===== config.mk =====
export PLATFORM = sky130hd
export DESIGN_NAME = coap_message_parser_core
export DESIGN_NICKNAME = d
export VERILOG_FILES = /design/src/rtl/coap_mp_pkg.sv /design/src/rtl/coap_message_parser_core.sv
export SDC_FILE = /design/constraint.sdc
export NUM_CORES = 1
export LEC_CHECK = 0
export BUFFER_PORTS_ARGS = -buffer_cell sky130_fd_sc_hd__buf_2
export CORE_AREA = 4 4 128 160
export CTS_BUF_LIST = sky130_fd_sc_hd__clkbuf_16
export DETAILED_ROUTE_END_ITERATION = 16
export DIE_AREA = 0 0 132 164
export PLACE_DENSITY = 0.86
export SETUP_SLACK_MARGIN = 0.05
export SYNTH_ARGS = -nofsm -noshare
export SYNTH_HDL_FRONTEND = slang
export SYNTH_SLANG_ARGS = --single-unit

===== constraint.sdc =====
create_clock -name clk -period 7.9 [get_ports clk]
set_input_delay 1.185 -clock clk [delete_from_list [all_inputs] [get_ports clk]]
set_output_delay 1.185 -clock clk [all_outputs]
set_load 0.02 [all_outputs]

===== src/rtl/coap_mp_pkg.sv =====
`timescale 1ns / 1ps
// ----------------------------------------------------------------------------
// CoAP message parser package
// Item types, event and status codes, protocol constants, and parser phases for the byte parser.
// ----------------------------------------------------------------------------
package coap_mp_pkg;

	// Result event codes
	localparam logic [2:0] EV_HEADER  = 3'd0;
	localparam logic [2:0] EV_TOKEN   = 3'd1;
	localparam logic [2:0] EV_OPT     = 3'd2;
	localparam logic [2:0] EV_VALUE   = 3'd3;
	localparam logic [2:0] EV_PAYLOAD = 3'd4;
	localparam logic [2:0] EV_STATUS  = 3'd5;

	// Status codes
	localparam logic [1:0] ST_OK      = 2'd0;
	localparam logic [1:0] ST_BAD_VER = 2'd1;
	localparam logic [1:0] ST_FORMAT  = 2'd2;

	// Protocol constants
	localparam logic [1:0]  COAP_VERSION   = 2'd1;
	localparam logic [3:0]  MAX_TKL        = 4'd8;
	localparam logic [7:0]  PAYLOAD_MARKER = 8'hFF;
	localparam logic [3:0]  NIB_EXT8       = 4'd13;
	localparam logic [3:0]  NIB_EXT16      = 4'd14;
	localparam logic [3:0]  NIB_RESERVED   = 4'd15;
	localparam logic [16:0] EXT8_BIAS      = 17'd13;
	localparam logic [16:0] EXT16_BIAS     = 17'd269;

	typedef enum logic [3:0] {
		PH_H0,
		PH_H1,
		PH_H2,
		PH_H3,
		PH_TOKEN,
		PH_OPT,
		PH_DX1,
		PH_DX2HI,
		PH_DX2LO,
		PH_LX1,
		PH_LX2HI,
		PH_LX2LO,
		PH_VALUE,
		PH_PAYLOAD,
		PH_SKIP
	} phase_t;

	typedef struct packed {
		logic [7:0] data_byte;
		logic       end_of_message;
	} byte_item_t;

	typedef struct packed {
		logic [2:0]  event_res;
		logic [1:0]  version;
		logic [1:0]  msg_type;
		logic [3:0]  token_length;
		logic [2:0]  code_class;
		logic [4:0]  code_detail;
		logic [15:0] msg_ident;
		logic [15:0] option_number;
		logic [16:0] option_length;
		logic [7:0]  out_byte;
		logic        message_done;
		logic [1:0]  status;
	} res_item_t;

endpackage


===== src/rtl/coap_message_parser_core.sv =====
`timescale 1ns / 1ps
// ----------------------------------------------------------------------------
// CoAP message parser core
// Parses one datagram byte per item: header fields, token bytes, options
// with absolute numbers and lengths, option values and payload bytes.
// ----------------------------------------------------------------------------
//
//  channel | direction | payload      | handshake
//  --------+-----------+--------------+-------------------------------
//  byte    | in        | byte_item_t  | byte_valid / byte_stall
//  res     | out       | res_item_t   | res_valid / res_stall
//
// One item per cycle while byte_stall is low: each byte updates the parser
// state when it is accepted, and its result (if any) is loaded into the
// result register by the same clock edge. The result register is the only storage between the two sides.
// byte_stall rises only while a result waits in that register and res_stall
// is high. arst_n clears the parser to header byte zero and empties the
// result register. The final byte of a datagram returns the parser to reset.
//
module coap_message_parser_core
	import coap_mp_pkg::*;
(
	input  logic       clk,
	input  logic       arst_n,
	input  logic       byte_valid,
	output logic       byte_stall,
	input  byte_item_t byte_item,
	output logic       res_valid,
	input  logic       res_stall,
	output res_item_t  res_item
);

	// Parser state
	phase_t      phase_q;
	logic [7:0]  hdr0_q;
	logic [7:0]  hdr1_q;
	logic [7:0]  hdr2_q;
	logic [3:0]  token_left_q;
	logic [15:0] running_q;
	logic [16:0] delta_acc_q;
	logic [16:0] length_acc_q;
	logic        ext_l8_q;
	logic        ext_l16_q;
	logic [16:0] value_left_q;
	logic [1:0]  sticky_q;

	// Next values before the end-of-datagram reset is applied
	phase_t      phase_n;
	logic [7:0]  hdr0_n;
	logic [7:0]  hdr1_n;
	logic [7:0]  hdr2_n;
	logic [3:0]  token_left_n;
	logic [15:0] running_n;
	logic [16:0] delta_acc_n;
	logic [16:0] length_acc_n;
	logic        ext_l8_n;
	logic        ext_l16_n;
	logic [16:0] value_left_n;
	logic [1:0]  sticky_n;

	// Result register
	logic        res_valid_q;
	res_item_t   res_item_q;

	// Option decode
	logic        ad;          // delta complete this byte
	logic        ad_l8;
	logic        ad_l16;
	logic [16:0] ad_delta;
	logic [16:0] ad_len;
	logic        fin;         // all option header bytes in
	logic [16:0] fin_delta;
	logic [16:0] fin_len;
	logic [17:0] num;
	logic        ovf;
	logic        fin_ok;

	logic        accept;
	logic [7:0]  b;
	logic        eom;
	logic [3:0]  dn;
	logic [3:0]  ln;
	logic        res_ok;
	res_item_t   res_d;

	assign b   = byte_item.data_byte;
	assign eom = byte_item.end_of_message;
	assign dn  = b[7:4];
	assign ln  = b[3:0];

	// Hold the input while a result waits and the output side is stalled.
	assign byte_stall = res_valid_q & res_stall;
	assign accept     = byte_valid & ~byte_stall;

	// ------------------------------------------------------------------
	// Option header decode: when the delta is known, and when the whole
	// option header is in, together with the running-number sum.
	// ------------------------------------------------------------------
	always_comb begin
		ad       = 1'b0;
		ad_l8    = ext_l8_q;
		ad_l16   = ext_l16_q;
		ad_delta = '0;
		ad_len   = length_acc_q;
		fin_len  = '0;
		unique case (phase_q)
			PH_OPT: begin
				if (b != PAYLOAD_MARKER && dn != NIB_RESERVED && ln != NIB_RESERVED
					&& dn != NIB_EXT8 && dn != NIB_EXT16) begin
					ad = 1'b1;
				end
				ad_l8    = (ln == NIB_EXT8);
				ad_l16   = (ln == NIB_EXT16);
				ad_delta = {13'd0, dn};
				ad_len   = {13'd0, ln};
			end
			PH_DX1: begin
				ad       = 1'b1;
				ad_delta = {9'd0, b} + EXT8_BIAS;
			end
			PH_DX2LO: begin
				ad       = 1'b1;
				ad_delta = {1'b0, delta_acc_q[15:8], b} + EXT16_BIAS;
			end
			PH_LX1:   fin_len = {9'd0, b} + EXT8_BIAS;
			PH_LX2LO: fin_len = {1'b0, length_acc_q[15:8], b} + EXT16_BIAS;
			default:  fin_len = '0;
		endcase
		if (ad) begin
			fin_len = ad_len;
		end
		fin = (ad & ~ad_l8 & ~ad_l16) | (phase_q == PH_LX1) | (phase_q == PH_LX2LO);
		fin_delta = ad ? ad_delta : delta_acc_q;
		num    = {2'b00, running_q} + {1'b0, fin_delta};
		ovf    = (num[17:16] != 2'b00);
		fin_ok = fin & ~ovf;
	end

	// ------------------------------------------------------------------
	// Next state
	// ------------------------------------------------------------------
	always_comb begin
		phase_n      = phase_q;
		hdr0_n       = hdr0_q;
		hdr1_n       = hdr1_q;
		hdr2_n       = hdr2_q;
		token_left_n = token_left_q;
		running_n    = running_q;
		delta_acc_n  = delta_acc_q;
		length_acc_n = length_acc_q;
		ext_l8_n     = ext_l8_q;
		ext_l16_n    = ext_l16_q;
		value_left_n = value_left_q;
		sticky_n     = sticky_q;
		unique case (phase_q)
			PH_H0: begin
				hdr0_n = b;
				if (b[7:6] != COAP_VERSION) begin
					sticky_n = ST_BAD_VER;
					phase_n  = PH_SKIP;
				end else if (b[3:0] > MAX_TKL) begin
					sticky_n = ST_FORMAT;
					phase_n  = PH_SKIP;
				end else begin
					phase_n = PH_H1;
				end
			end
			PH_H1: begin
				hdr1_n  = b;
				phase_n = PH_H2;
			end
			PH_H2: begin
				hdr2_n  = b;
				phase_n = PH_H3;
			end
			PH_H3: begin
				token_left_n = hdr0_q[3:0];
				running_n    = '0;
				phase_n      = (hdr0_q[3:0] != 4'd0) ? PH_TOKEN : PH_OPT;
			end
			PH_TOKEN: begin
				token_left_n = token_left_q - 4'd1;
				if (token_left_q == 4'd1) begin
					phase_n = PH_OPT;
				end
			end
			PH_OPT: begin
				if (b == PAYLOAD_MARKER) begin
					phase_n = PH_PAYLOAD;
					// Marker on the final byte: empty payload
					if (eom) begin
						sticky_n = ST_FORMAT;
						phase_n  = PH_SKIP;
					end
				end else if (dn == NIB_RESERVED || ln == NIB_RESERVED) begin
					sticky_n = ST_FORMAT;
					phase_n  = PH_SKIP;
				end else begin
					delta_acc_n  = {13'd0, dn};
					length_acc_n = {13'd0, ln};
					ext_l8_n     = (ln == NIB_EXT8);
					ext_l16_n    = (ln == NIB_EXT16);
					if (dn == NIB_EXT8) begin
						phase_n = PH_DX1;
					end else if (dn == NIB_EXT16) begin
						phase_n = PH_DX2HI;
					end
				end
			end
			PH_DX1:   delta_acc_n = ad_delta;
			PH_DX2HI: begin
				delta_acc_n = {1'b0, b, 8'd0};
				phase_n     = PH_DX2LO;
			end
			PH_DX2LO: delta_acc_n = ad_delta;
			PH_LX1:   length_acc_n = fin_len;
			PH_LX2HI: begin
				length_acc_n = {1'b0, b, 8'd0};
				phase_n      = PH_LX2LO;
			end
			PH_LX2LO: length_acc_n = fin_len;
			PH_VALUE: begin
				value_left_n = value_left_q - 17'd1;
				if (value_left_q == 17'd1) begin
					phase_n = PH_OPT;
				end
			end
			PH_PAYLOAD: phase_n = PH_PAYLOAD;
			default:    phase_n = PH_SKIP;
		endcase

		// Delta done: go for length extension bytes, if any
		if (ad) begin
			if (ad_l8) begin
				phase_n = PH_LX1;
			end else if (ad_l16) begin
				phase_n = PH_LX2HI;
			end
		end

		// Option header complete: advance the running number or fail
		if (fin) begin
			if (ovf) begin
				sticky_n = ST_FORMAT;
				phase_n  = PH_SKIP;
			end else begin
				running_n    = num[15:0];
				value_left_n = fin_len;
				phase_n      = (fin_len != 17'd0) ? PH_VALUE : PH_OPT;
			end
		end
	end

	// ------------------------------------------------------------------
	// Result for the accepted byte
	// ------------------------------------------------------------------
	always_comb begin
		res_d  = '0;
		res_ok = 1'b0;
		unique case (phase_q)
			PH_H3: begin
				res_ok             = 1'b1;
				res_d.event_res    = EV_HEADER;
				res_d.version      = hdr0_q[7:6];
				res_d.msg_type     = hdr0_q[5:4];
				res_d.token_length = hdr0_q[3:0];
				res_d.code_class   = hdr1_q[7:5];
				res_d.code_detail  = hdr1_q[4:0];
				res_d.msg_ident    = {hdr2_q, b};
			end
			PH_TOKEN: begin
				res_ok          = 1'b1;
				res_d.event_res = EV_TOKEN;
				res_d.out_byte  = b;
			end
			PH_VALUE: begin
				res_ok          = 1'b1;
				res_d.event_res = EV_VALUE;
				res_d.out_byte  = b;
			end
			PH_PAYLOAD: begin
				res_ok          = 1'b1;
				res_d.event_res = EV_PAYLOAD;
				res_d.out_byte  = b;
			end
			default: begin
				if (fin_ok) begin
					res_ok              = 1'b1;
					res_d.event_res     = EV_OPT;
					res_d.option_number = num[15:0];
					res_d.option_length = fin_len;
				end
			end
		endcase

		// Close the datagram: mark the last result, or report status alone
		if (eom) begin
			if (res_ok) begin
				res_d.message_done = 1'b1;
				res_d.status = (phase_n == PH_OPT || phase_n == PH_PAYLOAD) ?
					ST_OK : ST_FORMAT;
			end else begin
				res_d              = '0;
				res_ok             = 1'b1;
				res_d.event_res    = EV_STATUS;
				res_d.message_done = 1'b1;
				res_d.status       = (sticky_n != ST_OK) ? sticky_n : ST_FORMAT;
			end
		end
	end

	// ------------------------------------------------------------------
	// Parser state registers: drop everything at the end of a datagram
	// ------------------------------------------------------------------
	always_ff @(posedge clk or negedge arst_n) begin
		if (!arst_n) begin
			phase_q      <= PH_H0;
			hdr0_q       <= '0;
			hdr1_q       <= '0;
			hdr2_q       <= '0;
			token_left_q <= '0;
			running_q    <= '0;
			delta_acc_q  <= '0;
			length_acc_q <= '0;
			ext_l8_q     <= 1'b0;
			ext_l16_q    <= 1'b0;
			value_left_q <= '0;
			sticky_q     <= ST_OK;
		end else if (accept) begin
			if (eom) begin
				phase_q      <= PH_H0;
				hdr0_q       <= '0;
				hdr1_q       <= '0;
				hdr2_q       <= '0;
				token_left_q <= '0;
				running_q    <= '0;
				delta_acc_q  <= '0;
				length_acc_q <= '0;
				ext_l8_q     <= 1'b0;
				ext_l16_q    <= 1'b0;
				value_left_q <= '0;
				sticky_q     <= ST_OK;
			end else begin
				phase_q      <= phase_n;
				hdr0_q       <= hdr0_n;
				hdr1_q       <= hdr1_n;
				hdr2_q       <= hdr2_n;
				token_left_q <= token_left_n;
				running_q    <= running_n;
				delta_acc_q  <= delta_acc_n;
				length_acc_q <= length_acc_n;
				ext_l8_q     <= ext_l8_n;
				ext_l16_q    <= ext_l16_n;
				value_left_q <= value_left_n;
				sticky_q     <= sticky_n;
			end
		end
	end

	// ------------------------------------------------------------------
	// Result register: load on a producing byte, empty when taken
	// ------------------------------------------------------------------
	always_ff @(posedge clk or negedge arst_n) begin
		if (!arst_n) begin
			res_valid_q <= 1'b0;
		end else if (accept && res_ok) begin
			res_valid_q <= 1'b1;
		end else if (!res_stall) begin
			res_valid_q <= 1'b0;
		end
	end

	always_ff @(posedge clk) begin
		if (accept && res_ok) begin
			res_item_q <= res_d;
		end
	end

	assign res_valid = res_valid_q;
	assign res_item  = res_item_q;

endmodule


==> impl_metrics.ini <==
[clock_network]
clkLatencyLatePin_ps = 440
tritoncts = built
path_clk_slew_ps = 70
cts_setup_buffers = 0
cts_made_buffers = 17
clockRootBuffer = clkbuf_16
clockBufferDepth = 2
cts_hold_buf = 0
htreeDepth = 4
ctsResizeCount = 0
clock_sinks = 183

[route]
drtAntennaViolNets = 0
remaining_drc_errors = 0
vias = 8557
dr.pass1.iters = 7
avgRoutedWirePerCell_um = 20.2
wirelength_mm = 27.0
viasPerCell = 6.41
drtIter0Drc = 922

[pwr]
power_mw = 3.75
leakage_nw = 4.70
vdd_drop_max_mv = 0.267
powerDensity_mw_per_mm2 = 336

[die]
dieArea_mm2 = 0.0216
fp.dieH_um = 164
design.core.area_mm2 = 0.0188
ioPinCount = 94
rows = 56
start_util_pct = 53.4
die_x_um = 132

[grt]
grt_pass1_wl_mm = 43.5
grt_max_degree = 84
antenna_found_initial = 0
grt_overflow_total = 0
track_usage_pct = 25.1
grt_pass1_vias = 8333

[yosys]
syn_avg_cell_area_um2 = 9.76
synth_edf_count = 79
syn_nets = 1072
synth_common_cells = 135 x nand2_1, 104 x dfrtp_1, 94 x o21ai_0, 82 x nor2_1, 79 x edfxtp_1
async_flop_share_pct = 56.8
synth_top_area_share_pct = 25.8
yosys.area.top_type = dfrtp_1
synth-seq-cells = 183
ys.warnings.count = 0
synth_cell_types = 87
synth.area.top_cells = dfrtp_1 26%, edfxtp_1 24%, nand2_1 5.0%
yosysMostFrequentCell = nand2_1
synth_cells = 1032
ys.flop_type = dfrtp_1
synth-seq-area-share_pct = 49.4
synthesis.area_mm2 = 0.0101

[placement]
hpwlAfterDp_mm = 18.6
gp_congestion = 0.984
dp_slack_ps = 1480
place_area_mm2 = 0.0106
dp_cells = 1302
io_buffers = 93

[flow_run]
cap_violations = 0

[worst_hold_path]
hold_path.class = reg -> reg

[finish]
finalNetCount = 1129
antenna-diode-count = 0
final_cell_area_mm2 = 0.0112
syn_to_final_growth_pct = 11.0
fillCellCount = 1573
stdcell_count = 1334
drive_above_1_share_pct = 15.2
post-route-util_pct = 59.3

[setup_path]
rrSetupSlack_ps = 1760
critical_path.top_delay_family = simple AND/OR/NAND/NOR gates
crit_path_end_kind = flop
critPathBufInv = 3
crit_type = in -> reg
cp_data_required_time_ps = 8010
crit_fanout = 60
cp_slowest_stage_delay_ps = 540
start_kind = input port
cp_slowest_cell = nor2_4
crit_arrival_ps = 6330
path_cells = buf_2 > ha_1 > nand3_1 > nand3_1 > and2_1 > buf_4 > a21oi_1 > o21bai_1 > ha_1 > a21oi_1 > o21ai_0 > a211oi_1 > o21ai_0 > a211o_1 > nand2_1 > nor3_1 > nor2_4 > buf_12

[timing]
rsz0062_at_grt = no
finalSetupViolCount = 0
fmax_mhz = 161
fin_worst_skew_ps = 10.0
finalCritPeriodShare_pct = 78.7
tightest_slew_ps = 1180
hold_violations = 0
whs_ps = 473
fin_crit_ps = 6220
slew_headroom_pct = 21.2
worst_slack_ps = 1680
fin_tns_setup_ps = 0
slew_viol_final = 0

[run_status]
status = finished clean
==> layout by cell type, fill, tap and decap left out, types with 17 or more instances in the layout <==
master and instances:
a21oi_1 66, clkbuf_16 17, nor3_1 24, a21o_1 17
buf_2 92, and2_1 45, o21ai_0 93, nor2_1 80
edfxtp_1 79, o22ai_1 18, dfrtp_1 104, nand2_1 135
ha_1 26
==> worst min-delay path, cell delays in order (launching register included) <==
cell and delay (ps):
dfrtp_1 340, nand2_1 40, o21ai_0 60
==> report_power, final <==
group | total, mW | switching (mW) | internal, mW | leakage, nW
sequential | 1.45 | 0.191 | 1.25 | 2.17
clock | 0.821 | 0.403 | 0.418 | 0.273
combinational | 1.49 | 1.00 | 0.483 | 2.26
total | 3.75 | 1.60 | 2.16 | 4.70
==> kinds of logic after synthesis <==
| group | Yosys count | synth area share [%] |
|---|---|---|
| AOI/OAI and AO/OA | 327 | 21.4 |
| xor gates and xnor gates | 27 | 2.35 |
| buffers and inverters | 81 | 3.79 |
| DFF | 183 | 49.4 |
| and+or+nand+nor | 382 | 19.1 |
| adders and majority gates | 27 | 3.43 |
| muxes | 5 | 0.522 |
==> cell type report <==
class | count | area, µm² | area share (%)
clock inverters | 15 | 140 | 1.25
repair buffers | 103 | 556 | 4.97
flip-flops and latches | 183 | 4970 | 44.5
inverters | 16 | 60.1 | 0.537
multi-input cells | 768 | 4730 | 42.3
well taps | 232 | 290 | 2.60
clock buffers | 17 | 425 | 3.81
==> flip-flops by register name (all words and copies together), names as in the netlist <==
register / cells
phase_q: 4
sticky_q: 2
ext_l8_q: 1
res_item: 79
running_q: 16
length_acc_q: 17
ext_l16_q: 1
hdr1_q: 8
value_left_q: 17
hdr2_q: 8
res_valid: 1
delta_acc_q: 17
hdr0_q: 8
token_left_q: 4
==> path summary, 6_finish.rpt <==
| path | startpoint | to | cells past startpoint |
|---|---|---|---|
| setup reg to reg | phase_q[1] | res_item[44] | 14 |
| hold reg to reg | hdr2_q[3] | hdr2_q[3] | 2 |
| setup / recovery | byte_item[1] | res_item[44] | 18 |
| max in group asynchronous | arst_n | hdr0_q[2] | 2 |
| min in group asynchronous | arst_n | res_valid | 1 |
| hold / removal | hdr2_q[3] | hdr2_q[3] | 2 |
==> per-layer routing <==
metal	share of wire (%)	track usage [%]	up-vias	wire [µm]
met5	0	0	-	0
met4	5.0	13.7	0	1340
met3	8.2	5.33	113	2220
met2	48	41.2	473	12900
met1	39	31.1	4041	10500
li1	-	-	3930	-
Note: power is estimated with default switching activity, not from simulation.
